$ cat src/hdl/mthi_pkg.sv
// Package for the map tile hierarchy index block.
// Holds the per-layer span tables, the result struct and shared constants.
// No dependencies.
package mthi_pkg;

  localparam int CoordWidth  = 26;
  localparam int ZoomWidth   = 4;
  localparam int SetWidth    = 16;
  localparam int SubWidth    = 6;
  localparam int TableLayers = 9;
  localparam int Levels      = 9;

  typedef struct packed {
    logic [4:0] cell_shift;
    logic [4:0] set_shift;
    logic [3:0] set_cols_log;
    logic [1:0] blk_log;
    logic [1:0] par_log;
    logic [1:0] unit_log;
  } layer_params_t;

  typedef struct packed {
    logic [SetWidth-1:0] blockset_index;
    logic [SubWidth-1:0] block_index;
    logic [SubWidth-1:0] parcel_index;
    logic [SubWidth-1:0] unit_index;
    logic                range_error;
  } result_t;

  // Spans per layer, all as log2 values.
  function automatic layer_params_t layer_params(input logic [ZoomWidth-1:0] zoom);
    layer_params_t p;
    p = '0;
    case (zoom)
      4'd0:    p = '{5'd9,  5'd18, 4'd8, 2'd3, 2'd3, 2'd3};
      4'd1:    p = '{5'd11, 5'd20, 4'd6, 2'd3, 2'd3, 2'd3};
      4'd2:    p = '{5'd12, 5'd21, 4'd5, 2'd3, 2'd3, 2'd3};
      4'd3:    p = '{5'd16, 5'd25, 4'd1, 2'd3, 2'd3, 2'd3};
      4'd4:    p = '{5'd16, 5'd25, 4'd1, 2'd3, 2'd3, 2'd3};
      4'd5:    p = '{5'd18, 5'd25, 4'd1, 2'd1, 2'd3, 2'd3};
      4'd6:    p = '{5'd20, 5'd25, 4'd1, 2'd0, 2'd2, 2'd3};
      4'd7:    p = '{5'd22, 5'd25, 4'd1, 2'd0, 2'd0, 2'd3};
      4'd8:    p = '{5'd23, 5'd25, 4'd1, 2'd0, 2'd0, 2'd2};
      default: p = '0;
    endcase
    return p;
  endfunction

endpackage

$ cat src/hdl/mthi_index_calc.sv
// Combinational index split for one coordinate pair and zoom level.
// Depends on mthi_pkg for the layer tables and the result struct.
module mthi_index_calc (
  input  logic signed [mthi_pkg::CoordWidth-1:0] coord_x,
  input  logic signed [mthi_pkg::CoordWidth-1:0] coord_y,
  input  logic        [mthi_pkg::ZoomWidth-1:0]  zoom_level,
  output mthi_pkg::result_t                      result
);

  // Extract up to three bits at a variable offset; width 0 gives 0.
  function automatic logic [2:0] field_of(input logic [mthi_pkg::CoordWidth-1:0] v,
                                          input logic [3:0] sh,
                                          input logic [1:0] bits);
    logic [mthi_pkg::CoordWidth-1:0] t;
    logic [2:0] mask;
    t    = v >> sh;
    mask = ~(3'b111 << bits);
    return t[2:0] & mask;
  endfunction

  function automatic logic [mthi_pkg::SubWidth-1:0] combine(input logic [2:0] col,
                                                             input logic [2:0] row,
                                                             input logic [1:0] bits);
    logic [mthi_pkg::SubWidth-1:0] c6;
    logic [mthi_pkg::SubWidth-1:0] r6;
    c6 = {3'b000, col};
    r6 = {3'b000, row};
    return c6 + (r6 << bits);
  endfunction

  localparam logic [4:0] LevelLimit = 5'(mthi_pkg::Levels);
  localparam logic [4:0] TableLimit = 5'(mthi_pkg::TableLayers);

  mthi_pkg::layer_params_t         p;
  logic [mthi_pkg::CoordWidth-1:0] wx;
  logic [mthi_pkg::CoordWidth-1:0] wy;
  logic [mthi_pkg::CoordWidth-1:0] cx;
  logic [mthi_pkg::CoordWidth-1:0] cy;
  logic [mthi_pkg::CoordWidth-1:0] sx;
  logic [mthi_pkg::CoordWidth-1:0] sy;
  logic [mthi_pkg::CoordWidth-1:0] set_sum;
  logic [3:0]                      par_off;
  logic [3:0]                      blk_off;
  logic                            bad_level;

  always_comb begin
    p         = mthi_pkg::layer_params(zoom_level);
    // Move into the unsigned world: adding 2^25 flips the sign bit.
    wx        = {~coord_x[mthi_pkg::CoordWidth-1], coord_x[mthi_pkg::CoordWidth-2:0]};
    wy        = {~coord_y[mthi_pkg::CoordWidth-1], coord_y[mthi_pkg::CoordWidth-2:0]};
    cx        = wx >> p.cell_shift;
    cy        = wy >> p.cell_shift;
    sx        = wx >> p.set_shift;
    sy        = wy >> p.set_shift;
    set_sum   = sx + (sy << p.set_cols_log);
    par_off   = {2'b00, p.unit_log};
    blk_off   = {2'b00, p.unit_log} + {2'b00, p.par_log};
    bad_level = ({1'b0, zoom_level} >= LevelLimit) || ({1'b0, zoom_level} >= TableLimit);

    result = '0;
    if (bad_level) begin
      result.range_error = 1'b1;
    end else begin
      result.blockset_index = set_sum[mthi_pkg::SetWidth-1:0];
      result.block_index    = combine(field_of(cx, blk_off, p.blk_log),
                                      field_of(cy, blk_off, p.blk_log), p.blk_log);
      result.parcel_index   = combine(field_of(cx, par_off, p.par_log),
                                      field_of(cy, par_off, p.par_log), p.par_log);
      result.unit_index     = combine(field_of(cx, 4'd0, p.unit_log),
                                      field_of(cy, 4'd0, p.unit_log), p.unit_log);
    end
  end

endmodule

$ cat src/hdl/map_tile_hierarchy_index_core.sv
// Top level of the map tile hierarchy index block: input register, index
// split, result register. Depends on mthi_pkg and mthi_index_calc.
// Usage:
//   Input channel (in_valid / in_ready) carries one item: coord_x, coord_y
//   (signed 26-bit world coordinates) and zoom_level (layer 0 to 8).
//   Output channel (out_valid / out_ready) carries one result item per input:
//   blockset_index, block_index, parcel_index, unit_index and range_error.
//   A zoom_level above 8 sets range_error and zeroes all four indices.
// Flow:
//   An accepted item sits in the input register; the index split then loads
//   the result register, which raises out_valid, unless out_ready stalls it.
//   Throughput is one item per cycle while out_ready stays high; the split is
//   only barrel shifts, masks and short adds, so nothing in the path iterates.
// Stall:
//   When out_ready is low with a result waiting, the result register holds,
//   the input register still takes one more item, and in_ready drops only
//   once both stages are full. Ready flows back through each stage in the
//   same cycle, so no bubble appears when the receiver resumes.
// Reset:
//   rst (synchronous, active high) empties both stages; no other state.
module map_tile_hierarchy_index_core (
  input  logic                                   clk,
  input  logic                                   rst,
  input  logic                                   in_valid,
  output logic                                   in_ready,
  input  logic signed [mthi_pkg::CoordWidth-1:0] coord_x,
  input  logic signed [mthi_pkg::CoordWidth-1:0] coord_y,
  input  logic        [mthi_pkg::ZoomWidth-1:0]  zoom_level,
  output logic                                   out_valid,
  input  logic                                   out_ready,
  output logic        [mthi_pkg::SetWidth-1:0]   blockset_index,
  output logic        [mthi_pkg::SubWidth-1:0]   block_index,
  output logic        [mthi_pkg::SubWidth-1:0]   parcel_index,
  output logic        [mthi_pkg::SubWidth-1:0]   unit_index,
  output logic                                   range_error
);

  // Input stage registers.
  logic                                   s1_valid;
  logic signed [mthi_pkg::CoordWidth-1:0] s1_x;
  logic signed [mthi_pkg::CoordWidth-1:0] s1_y;
  logic        [mthi_pkg::ZoomWidth-1:0]  s1_zoom;

  logic              s2_ready;
  mthi_pkg::result_t calc_result;

  // The result stage can load when empty or when its item leaves now.
  assign s2_ready = !out_valid || out_ready;
  // The input stage can load when empty or when its item moves on now.
  assign in_ready = !s1_valid || s2_ready;

  mthi_index_calc u_calc (
    .coord_x    (s1_x),
    .coord_y    (s1_y),
    .zoom_level (s1_zoom),
    .result     (calc_result)
  );

  // Input register: capture on accept, hold otherwise.
  always_ff @(posedge clk) begin
    if (rst) begin
      s1_valid <= 1'b0;
    end else if (in_ready) begin
      s1_valid <= in_valid;
    end
    if (in_valid && in_ready) begin
      s1_x    <= coord_x;
      s1_y    <= coord_y;
      s1_zoom <= zoom_level;
    end
  end

  // Result register: advance when the receiver has room, hold on stall.
  always_ff @(posedge clk) begin
    if (rst) begin
      out_valid <= 1'b0;
    end else if (s2_ready) begin
      out_valid <= s1_valid;
    end
    if (s2_ready && s1_valid) begin
      blockset_index <= calc_result.blockset_index;
      block_index    <= calc_result.block_index;
      parcel_index   <= calc_result.parcel_index;
      unit_index     <= calc_result.unit_index;
      range_error    <= calc_result.range_error;
    end
  end

  // An error result carries only zero indices.
  a_error_zeroes: assert property (@(posedge clk) disable iff (rst)
    out_valid && range_error |->
      blockset_index == '0 && block_index == '0 && parcel_index == '0 && unit_index == '0)
    else $error("range_error result with nonzero index");

  // A held input item keeps its level while the result side is stalled.
  a_s1_hold: assert property (@(posedge clk) disable iff (rst)
    s1_valid && !s2_ready |=> s1_valid && $stable(s1_zoom) && $stable(s1_x))
    else $error("input stage lost its item during a stall");

  // An empty input stage always takes an item.
  a_empty_ready: assert property (@(posedge clk) disable iff (rst)
    !s1_valid |-> in_ready)
    else $error("input refused while input stage empty");

endmodule
$ cat config.mk
export PLATFORM = sky130hd
export DESIGN_NAME = map_tile_hierarchy_index_core
export DESIGN_NICKNAME = d
export VERILOG_FILES = /design/src/hdl/mthi_pkg.sv /design/src/hdl/mthi_index_calc.sv /design/src/hdl/map_tile_hierarchy_index_core.sv
export SDC_FILE = /design/constraint.sdc
export NUM_CORES = 1
export LEC_CHECK = 0
export ABC_AREA = 1
export BUFFER_PORTS_ARGS = -buffer_cell sky130_fd_sc_hd__buf_4
export CAP_MARGIN = 20
export CORE_MARGIN = 4
export CORE_UTILIZATION = 35
export CTS_CLUSTER_SIZE = 16
export DETAILED_ROUTE_END_ITERATION = 12
export SKIP_CTS_REPAIR_TIMING = 1
export SYNTH_ARGS = -nofsm -noshare
export SYNTH_HDL_FRONTEND = slang
export SYNTH_SLANG_ARGS = --single-unit
$ cat constraint.sdc
create_clock -name clk -period 6.8 [get_ports clk]
set_input_delay 1.36 -clock clk [delete_from_list [all_inputs] [get_ports clk]]
set_output_delay 1.36 -clock clk [all_outputs]
set_load 0.01 [all_outputs]
==> out/summary.txt, run 1 <==
Ys Warns -> 0
initial antenna violation count -> 0
run status -> completed
# port buffers -> 96
Synth area leader -> edfxtp_1
CP most frequent cell -> nand2_1
Root Buffer -> clkbuf_16
post-layout util -> 0.397
Max rail drop VDD -> 0.125 mV
CP endpoint kind -> flop
worst-margin pin slew -> 0.895 ns
Static Leakage -> 5.18 nW
Die Ht -> 180 microns
post-synthesis mux area share -> 0.0156
CTS HTree Levels -> 3
hpwl dp -> 23.3 mm
CP bufs+invs -> 3
largest family of logic cells by synthesized area -> simple AND/OR/NAND/NOR gates
Hold WC Path Type -> flop to flop
main area contributors after synthesis -> edfxtp_1, nand2_1, nand3_1
# rows -> 62
pwr dens -> 232 nW/um^2
RSZ-0062 raised after global routing -> false
number of global-route vias before repair -> 10100
clk_lat worst skew -> 0.38 ns
Critical Path Max Stage Delay -> 0.80 ns
final hold vios -> 0
CP Launch Type -> flop
Synth top area share -> 0.265
xor-xnor portion of the synthesized cell area -> 0.00170
grt total ovfl -> 0
GRT Total Usage -> 0.188
Max-cap violations -> 0
Layout area overhead -> 11.3%
Tmin final -> 5.05 ns
drc violations -> 0
fin cells -> 2003
Commonest cells post-synth -> nand2_1, nand3_1, o21ai_0
number of synthesized flops with an enable pin -> 91
CORE AREA -> 28900 sq um
synth unique cells -> 54
first-pass GRT wire length -> 51.2 mm
worst endpoint required time -> 6.94 ns
total vias in the final route -> 10800
Setup Skew -> 0.0240 ns
critical setup path kind -> flop to flop
clock tree from TritonCTS -> done
slowest CP cell -> dfxtp_2
Clock Path Buffers -> 2
Reg clk slew, reported paths -> 0.10 ns
DRT antenna net count -> 0
Synth Area in Simple Gates -> 0.365
count leader, synth -> nand2_1
final worst slack -> 1.75 ns
TritonRoute pass-1 iters -> 5
Diodes inserted -> 0
Starting Density -> 0.357
Synth Flop Type -> edfxtp_1
syn avg cell area -> 6.48 sq um
CP delay by family, top -> compound AO/OA/AOI/OAI gates
Post-Synth Adder-Cell Area -> 0.0462
largest net degree at the start of global routing -> 74
Mapped Area -> 10300 sq um
Crit Path Max Fanout -> 41
post-route setup TNS -> 0 ns
Wirelength per Cell -> 15.7 microns
cells after synthesis -> 1589
cts bufs inserted -> 9
final period utilization -> 0.742
placed cells -> 1987
Nets -> 1709
Clock Sinks -> 107
WP data arrival -> 5.19 ns
Synth Area in Compound Gates -> 0.175
Die ar. -> 32200 sq um
fmax -> 198 MHz
Die Width -> 180 microns
Async S/R FF share, synth -> 0
vias per std cell -> 5.41
slew margin rel. -> 0.403
Slew Limit Fails -> 0
layout cell share with drive strength beyond 1 -> 0.104
final setup vio count -> 0
placed cell area -> 11100 sq um
worst slack, placed -> 1.86 ns
GP Congestion -> 0.913
post-route cell area -> 11500 sq um
IO Pins -> 97
Synth Register Bits -> 107
Routed WL -> 31.4 mm
register area share after synthesis -> 0.297
DRT iter0 DRCs -> 1088
## routing by layer
layer	wire length, microns	global-route usage
met1	14400	0.256
met2	14700	0.318
met3	1650	0.0228
met4	689	0.0509
met5	0	0
## worst reg2reg max path, stage by stage, from the launching register on
cell,delay (ns)
dfxtp_2,0.80
inv_2,0.46
nand2_1,0.19
o21ai_0,0.13
mux2i_1,0.22
nand2_1,0.10
nand3_1,0.10
nand3_1,0.11
a21oi_1,0.28
nand3_1,0.15
nor2_1,0.13
ha_1,0.17
inv_1,0.05
fa_1,0.40
o31ai_1,0.40
inv_1,0.07
o21ai_1,0.24
nand3_1,0.11
nand2_1,0.10
a21oi_1,0.07
o21ai_1,0.20
nand3_1,0.09
nand2_1,0.08
nand2_1,0.05
nand2_1,0.06
nor2_1,0.05
## path summary, 6_finish.rpt
path / startpoint / end / slack (ns) / depth (start not counted)
worst max-delay path: u_calc.p[10]$_DFF_P_ / blockset_index[12]$_SDFFCE_PP0P_ / 1.75 / 25
worst min-delay path: s1_valid$_SDFFE_PP0N_ / s1_valid$_SDFFE_PP0N_ / 0.53 / 2
worst max register to register: u_calc.p[10]$_DFF_P_ / blockset_index[12]$_SDFFCE_PP0P_ / 1.75 / 25
worst min register to register: s1_valid$_SDFFE_PP0N_ / s1_valid$_SDFFE_PP0N_ / 0.53 / 2
## cells by family (layout without fill, tap and decap cells)
kind of cell,after synthesis,count (layout)
mux,16,16
buf+inv,235,263
flops,107,107
compound gates,319,319
xor+xnor,2,2
simple gates,874,874
fa+ha+maj,35,35
other cells,1,3
## state kept, by name, indices dropped and copies added (netlist names)
signal and count:
s1_x 26, s1_y 26, blockset_index 16, u_calc.p 14, block_index 6, parcel_index 6
unit_index 6, s1_zoom 4, out_valid 1, range_error 1, s1_valid 1
## placed cells by master (no fill, tap or decap), drive strengths merged, types with 16 or more instances in the layout
master / instances
mux2i: 16
edfxtp: 91
o21ai: 176
ha: 30
dfxtp: 16
nand3: 297
o211ai: 21
buf: 114
a21oi: 64
nor2: 84
inv: 135
nand2: 469
## area by class of cell
type                    instances  area (sq um)
flip-flops and latches        107          3060
clock inverters                 7          93.8
repair buffers                114           868
fillers                      3158         17400
clock buffers                   9           225
inverters                     133           499
multi-input cells            1249          6240
well taps                     384           480
## through the flow
stage | hold slack (ns) | power (W)
finish | 0.535 | 0.00266
global route | 0.579 | 0.00288
CTS | 0.540 | 0.00266
detailed placement | 0.522 | 0.00208
global placement | 0.512 | 0.00208
floorplan | 0.445 | 0.00177
## power breakdown
part	switching, W	internal [W]	leakage (nW)
clock network	0.000298	0.000273	0.155
logic	0.000829	0.000431	4.00
registers	0.0000438	0.000783	1.02
total	0.00117	0.00149	5.18
No activity file was read; power rests on OpenSTA's default activity.
==> inputs of run 2 (changes only) <==
- ABC_AREA: 1 -> 0
- clock period: 6.8 -> 4.9 ns (I/O delays scaled with it)
==> out/summary.txt, run 2 <==
GP Congestion -> 0.949
largest net degree at the start of global routing -> 57
worst-margin pin slew -> 1.07 ns
Crit Path Max Fanout -> 8
Top Registers -> s1_x x26, s1_y x26, blockset_index x16
post-synthesis mux area share -> 0.283
slew margin rel. -> 0.281
Root Buffer -> clkbuf_16
Setup Skew -> 0.0128 ns
Synth Register Bits -> 107
TritonRoute pass-1 iters -> 7
WP data arrival -> 4.73 ns
pwr dens -> 320 nW/um^2
Slew Limit Fails -> 0
main area contributors after synthesis -> edfxtp_1, mux4_2, mux2i_1
RSZ-0062 raised after global routing -> true
Ys Warns -> 0
Clock Path Buffers -> 2
worst endpoint required time -> 4.98 ns
clock tree from TritonCTS -> done
worst slack, placed -> 0.146 ns
hpwl dp -> 23.8 mm
sw power -> 0.00154 W
count leader, synth -> nand2_1
Worst R2R Path Depth -> 17
final period utilization -> 0.949
Synth area leader -> edfxtp_1
sequential share of power -> 0.308
Max-cap violations -> 0
Hold WC Path Type -> flop to flop
final setup vio count -> 0
cells after synthesis -> 1058
Layout area overhead -> 14.5%
RR Startpoint -> s1_y[5]$_DFFE_PP_
Hold EP -> out_valid$_SDFFE_PP0P_
Async S/R FF share, synth -> 0
Synth Area in Simple Gates -> 0.137
most frequent cells in the layout -> buf_4, nand2_1, nor2_1, edfxtp_1, mux4_2
placed cells -> 1513
Static Leakage -> 4.66 nW
fin cells -> 1531
Pwr Total -> 0.00386 W
Tmin final -> 4.65 ns
largest family of logic cells by synthesized area -> multiplexers
Die Ht -> 182 microns
first-pass GRT wire length -> 48.5 mm
IO Pins -> 97
CP most frequent cell -> o21ai_0
# rows -> 63
DRT iter0 DRCs -> 974
Die Width -> 182 microns
GRT Total Usage -> 0.182
reg2reg setup slack -> 0.25 ns
Critical Path Max Stage Delay -> 0.51 ns
number of synthesized flops with an enable pin -> 91
Net Sw Frac -> 0.400
layout cell share with drive strength beyond 1 -> 0.260
Hold Startpoint -> s1_valid$_SDFFE_PP0N_
initial antenna violation count -> 0
Nets -> 1231
slowest CP cell -> mux4_2
Cell Int Power -> 0.00232 W
placed cell area -> 11700 sq um
CORE AREA -> 29700 sq um
worst r2r dst -> blockset_index[15]$_SDFFCE_PP0P_
total vias in the final route -> 9003
CP Launch Type -> flop
Wirelength per Cell -> 20.1 microns
drc violations -> 0
final hold vios -> 0
# port buffers -> 96
hold depth -> 2
Max rail drop VDD -> 0.143 mV
DRT antenna net count -> 0
final worst slack -> 0.251 ns
Mapped Area -> 10500 sq um
post-route cell area -> 12100 sq um
Clock Sinks -> 107
number of global-route vias before repair -> 8465
Clock power frac -> 0.188
clk_lat worst skew -> 0.37 ns
Comb power frac -> 0.503
grt total ovfl -> 0
xor-xnor portion of the synthesized cell area -> 0.0150
CP endpoint kind -> flop
cts bufs inserted -> 9
run status -> completed
Routed WL -> 30.7 mm
syn avg cell area -> 9.97 sq um
Die ar. -> 33000 sq um
Post-Synth Adder-Cell Area -> 0.0451
Starting Density -> 0.355
vias per std cell -> 5.88
Commonest cells post-synth -> nand2_1, nor2_1, edfxtp_1
commonest non-fill, non-tap cell in the layout -> buf_4
fmax -> 215 MHz
critical setup path kind -> flop to flop
CTS HTree Levels -> 3
crit-path cells -> mux4_2, a22oi_1, o21ai_0, a211oi_1, nor2_1, a21oi_1, nor3_1, ha_1, a21o_1, a21oi_1, o21ai_0, o41ai_2, o31ai_1, o41ai_1, o21ai_0, xnor2_1, nor2_1
Synth Area in Compound Gates -> 0.173
synth unique cells -> 75
Diodes inserted -> 0
Synth Flop Type -> edfxtp_1
Synth top area share -> 0.259
Reg clk slew, reported paths -> 0.08 ns
register area share after synthesis -> 0.290
## run 2: changes by cell type in the layout (fill, tap and decap cells not counted), moves of 17 or more
cell,change
nor2b_1,+18
a211oi_1,+18
nor3_1,+17
nand3_1,-282
nand2_1,-346
o21ai_0,-97
o21ai_1,-22
mux2i_1,+59
mux4_2,+83
nor2_1,+26
buf_4,+31
mux2_2,+25
and2_1,+17
inv_1,-89
## run 2: power groups by stage
stage	clock (W)	combinational, W	sequential (W)
2_1_floorplan	0	0.00140	0.00117
5_1_grt	0.000785	0.00213	0.00120
3_5_place_dp	0	0.00189	0.00121
3_3_place_gp	0	0.00189	0.00121
6_report	0.000726	0.00194	0.00119
4_1_cts	0.000749	0.00190	0.00119
## run 2: per-layer routing
metal  vias up  track usage  wire length [microns]
met2       352        0.264                  13200
met4         0       0.0603                    939
met1      4374        0.269                  14000
met3        52       0.0421                   2510
met5         -            0                      0
li1       4225            -                      -
## run 2: worst max-delay path by stage
| stage | from | endpoint | cells past startpoint |
|---|---|---|---|
| after floorplan | u_calc.p[10]$_DFF_P_ | blockset_index[15]$_SDFFCE_PP0P_ | 22 |
| after global placement | u_calc.p[11]$_SDFF_PP0_ | blockset_index[15]$_SDFFCE_PP0P_ | 17 |
| after detailed placement | u_calc.p[11]$_SDFF_PP0_ | blockset_index[15]$_SDFFCE_PP0P_ | 17 |
| after CTS | u_calc.p[11]$_SDFF_PP0_ | blockset_index[15]$_SDFFCE_PP0P_ | 17 |
| after global routing | u_calc.p[10]$_DFF_P_ | blockset_index[15]$_SDFFCE_PP0P_ | 17 |
| final | s1_y[5]$_DFFE_PP_ | blockset_index[15]$_SDFFCE_PP0P_ | 17 |
## run 2: final cells by class
class,count,area (sq um)
Multi-Input combinational cell,833,6940
Clock inverter,6,50.0
Tap cell,390,488
Inverter,36,138
Fill cell,2915,17600
Timing Repair Buffer,149,1170
Clock buffer,10,229
Sequential cell,107,3060
## run 2: critical path: cells and delay by family (launching register included)
kind	cells	cell delay [ns]
mux	1	0.51
compound gates	11	2.62
xor+xnor	1	0.15
fa+ha+maj	1	0.33
simple gates	3	0.23
flops	1	0.50
## run 2: logic make-up (layout without fill, tap and decap cells)
logic type,count (synthesis),in the layout
xor gates and xnor gates,18,18
muxes,188,188
and+or+nand+nor,324,324
AOI/OAI and AO/OA,265,265
other,1,3
adders and majority gates,35,35
DFF,107,107
buffers and inverters,120,201
## run 2: stage by stage
step	hold slack (ns)	TNS, ns	util
after floorplan	0.478	0	-
after global placement	0.503	0	0.394
after detailed placement	0.524	0	0.394
after CTS	0.537	0	0.404
after global routing	0.564	-0.0844	0.406
final	0.529	0	0.406
==> inputs of run 3 (changes only) <==
- RECOVER_POWER: default -> 25
- SKIP_LAST_GASP: default -> 1
==> out/summary.txt, run 3 (synthesized netlist as in run 2, its figures left out) <==
first-pass GRT wire length -> 48.5 mm
Crit Path Max Fanout -> 8
Worst R2R Path Depth -> 17
critical setup path kind -> flop to flop
drc violations -> 0
Root Buffer -> clkbuf_16
DRT iter0 DRCs -> 853
RR Startpoint -> s1_y[5]$_DFFE_PP_
# port buffers -> 96
IO Pins -> 97
Die ar. -> 33000 sq um
placed cell area -> 11700 sq um
Layout area overhead -> 14.5%
fin cells -> 1531
layout cell share with drive strength beyond 1 -> 0.260
grt total ovfl -> 0
most frequent cells in the layout -> nand2_1, nor2_1, edfxtp_1, buf_4, mux4_2
pwr dens -> 319 nW/um^2
Max rail drop VDD -> 0.143 mV
Clock Path Buffers -> 2
Reg clk slew, reported paths -> 0.08 ns
hpwl dp -> 23.8 mm
Routed WL -> 30.7 mm
Hold Startpoint -> s1_valid$_SDFFE_PP0N_
Comb power frac -> 0.503
crit-path cells -> mux4_2, a22oi_1, o21ai_0, a211oi_1, nor2_1, a21oi_1, nor3_1, ha_1, a21o_1, a21oi_1, o21ai_0, o41ai_2, o31ai_1, o41ai_1, o21ai_0, xnor2_1, nor2_1
Static Leakage -> 4.65 nW
sequential share of power -> 0.308
FILL cells -> 2915
Slew Limit Fails -> 0
# rows -> 63
final worst slack -> 0.312 ns
area taken by multi-input logic gates -> 6940 sq um
commonest non-fill, non-tap cell in the layout -> nand2_1
vias per std cell -> 5.86
Starting Density -> 0.355
number of global-route vias before repair -> 8465
slew margin rel. -> 0.268
slowest CP cell -> mux4_2
Hold EP -> out_valid$_SDFFE_PP0P_
final period utilization -> 0.936
reg2reg setup slack -> 0.31 ns
Hold WC Path Type -> flop to flop
TritonRoute pass-1 iters -> 5
sw power -> 0.00154 W
placed cells -> 1513
worst endpoint required time -> 4.98 ns
total vias in the final route -> 8979
Top Registers -> s1_x x26, s1_y x26, blockset_index x16
Cell Int Power -> 0.00231 W
GRT Total Usage -> 0.182
worst r2r dst -> blockset_index[15]$_SDFFCE_PP0P_
Setup Skew -> 0.0133 ns
instance count on the critical path -> 17
run status -> completed
Tmin final -> 4.59 ns
final setup vio count -> 0
CP Launch Type -> flop
Die Ht -> 182 microns
GP Congestion -> 0.949
hold depth -> 2
CP bufs+invs -> 0
Max-cap violations -> 0
WP data arrival -> 4.66 ns
Net Sw Frac -> 0.400
initial antenna violation count -> 0
Critical Path Max Stage Delay -> 0.51 ns
DRT antenna net count -> 0
fmax -> 218 MHz
post-route cell area -> 12100 sq um
CORE AREA -> 29700 sq um
largest net degree at the start of global routing -> 57
CTS HTree Levels -> 3
cts bufs inserted -> 9
clk_lat worst skew -> 0.37 ns
worst slack, placed -> 0.146 ns
register area -> 3060 sq um
Die Width -> 182 microns
final hold vios -> 0
Wirelength per Cell -> 20.0 microns
clock tree from TritonCTS -> done
RSZ-0062 raised after global routing -> true
Clock power frac -> 0.189
CP most frequent cell -> o21ai_0
worst-margin pin slew -> 1.09 ns
CP endpoint kind -> flop
Nets -> 1231
Clock Sinks -> 107
CP delay by family, top -> compound AO/OA/AOI/OAI gates
Diodes inserted -> 0
## run 3: cell count changes in the layout (fill, tap and decap cells not counted)
cell / previous run / this run
buf_4: 144 / 87
clkbuf_4: 0 / 57
## run 3: layer usage
metal,vias up,share of wire,GRT usage
li1,4225,-,-
met1,4355,0.46,0.269
met2,344,0.43,0.264
met3,55,0.080,0.0421
met4,0,0.031,0.0603
met5,-,0,0
## run 3: layout make-up
type | count | share of cell area
Multi-Input combinational cell | 833 | 0.575
Timing Repair Buffer | 149 | 0.0967
Clock inverter | 6 | 0.00415
Inverter | 36 | 0.0114
Clock buffer | 10 | 0.0190
Tap cell | 390 | 0.0404
Sequential cell | 107 | 0.254
## run 3: how the worst max path moves through the flow
stage / startpoint / endpoint / slack [ns]
2_1_floorplan: u_calc.p[10]$_DFF_P_ / blockset_index[15]$_SDFFCE_PP0P_ / 0.19
3_3_place_gp: u_calc.p[11]$_SDFF_PP0_ / blockset_index[15]$_SDFFCE_PP0P_ / 0.13
3_5_place_dp: u_calc.p[11]$_SDFF_PP0_ / blockset_index[15]$_SDFFCE_PP0P_ / 0.15
4_1_cts: u_calc.p[11]$_SDFF_PP0_ / blockset_index[15]$_SDFFCE_PP0P_ / 0.13
5_1_grt: u_calc.p[10]$_DFF_P_ / blockset_index[15]$_SDFFCE_PP0P_ / -0.08
6_report: s1_y[5]$_DFFE_PP_ / blockset_index[15]$_SDFFCE_PP0P_ / 0.31
## run 3: worst min-delay path: stages (launching register included)
cell and delay (ns):
dfxtp_1 0.34, nor2_1 0.11, nor2_1 0.04
## run 3: through the flow
| stage | TNS (ns) | utilization | power, W | hold WS [ns] |
|---|---|---|---|---|
| after floorplan | 0 | - | 0.00257 | 0.478 |
| after global placement | 0 | 0.394 | 0.00310 | 0.503 |
| after detailed placement | 0 | 0.394 | 0.00311 | 0.524 |
| after CTS | 0 | 0.404 | 0.00385 | 0.537 |
| after global routing | -0.0844 | 0.406 | 0.00412 | 0.564 |
| final | 0 | 0.406 | 0.00385 | 0.529 |
## run 3: power by group through the flow
stage	combinational [W]	sequential (W)	clock [W]
floorplan	0.00140	0.00117	0
global placement	0.00189	0.00121	0
detailed placement	0.00189	0.00121	0
CTS	0.00190	0.00119	0.000749
global route	0.00213	0.00120	0.000785
finish	0.00194	0.00119	0.000727
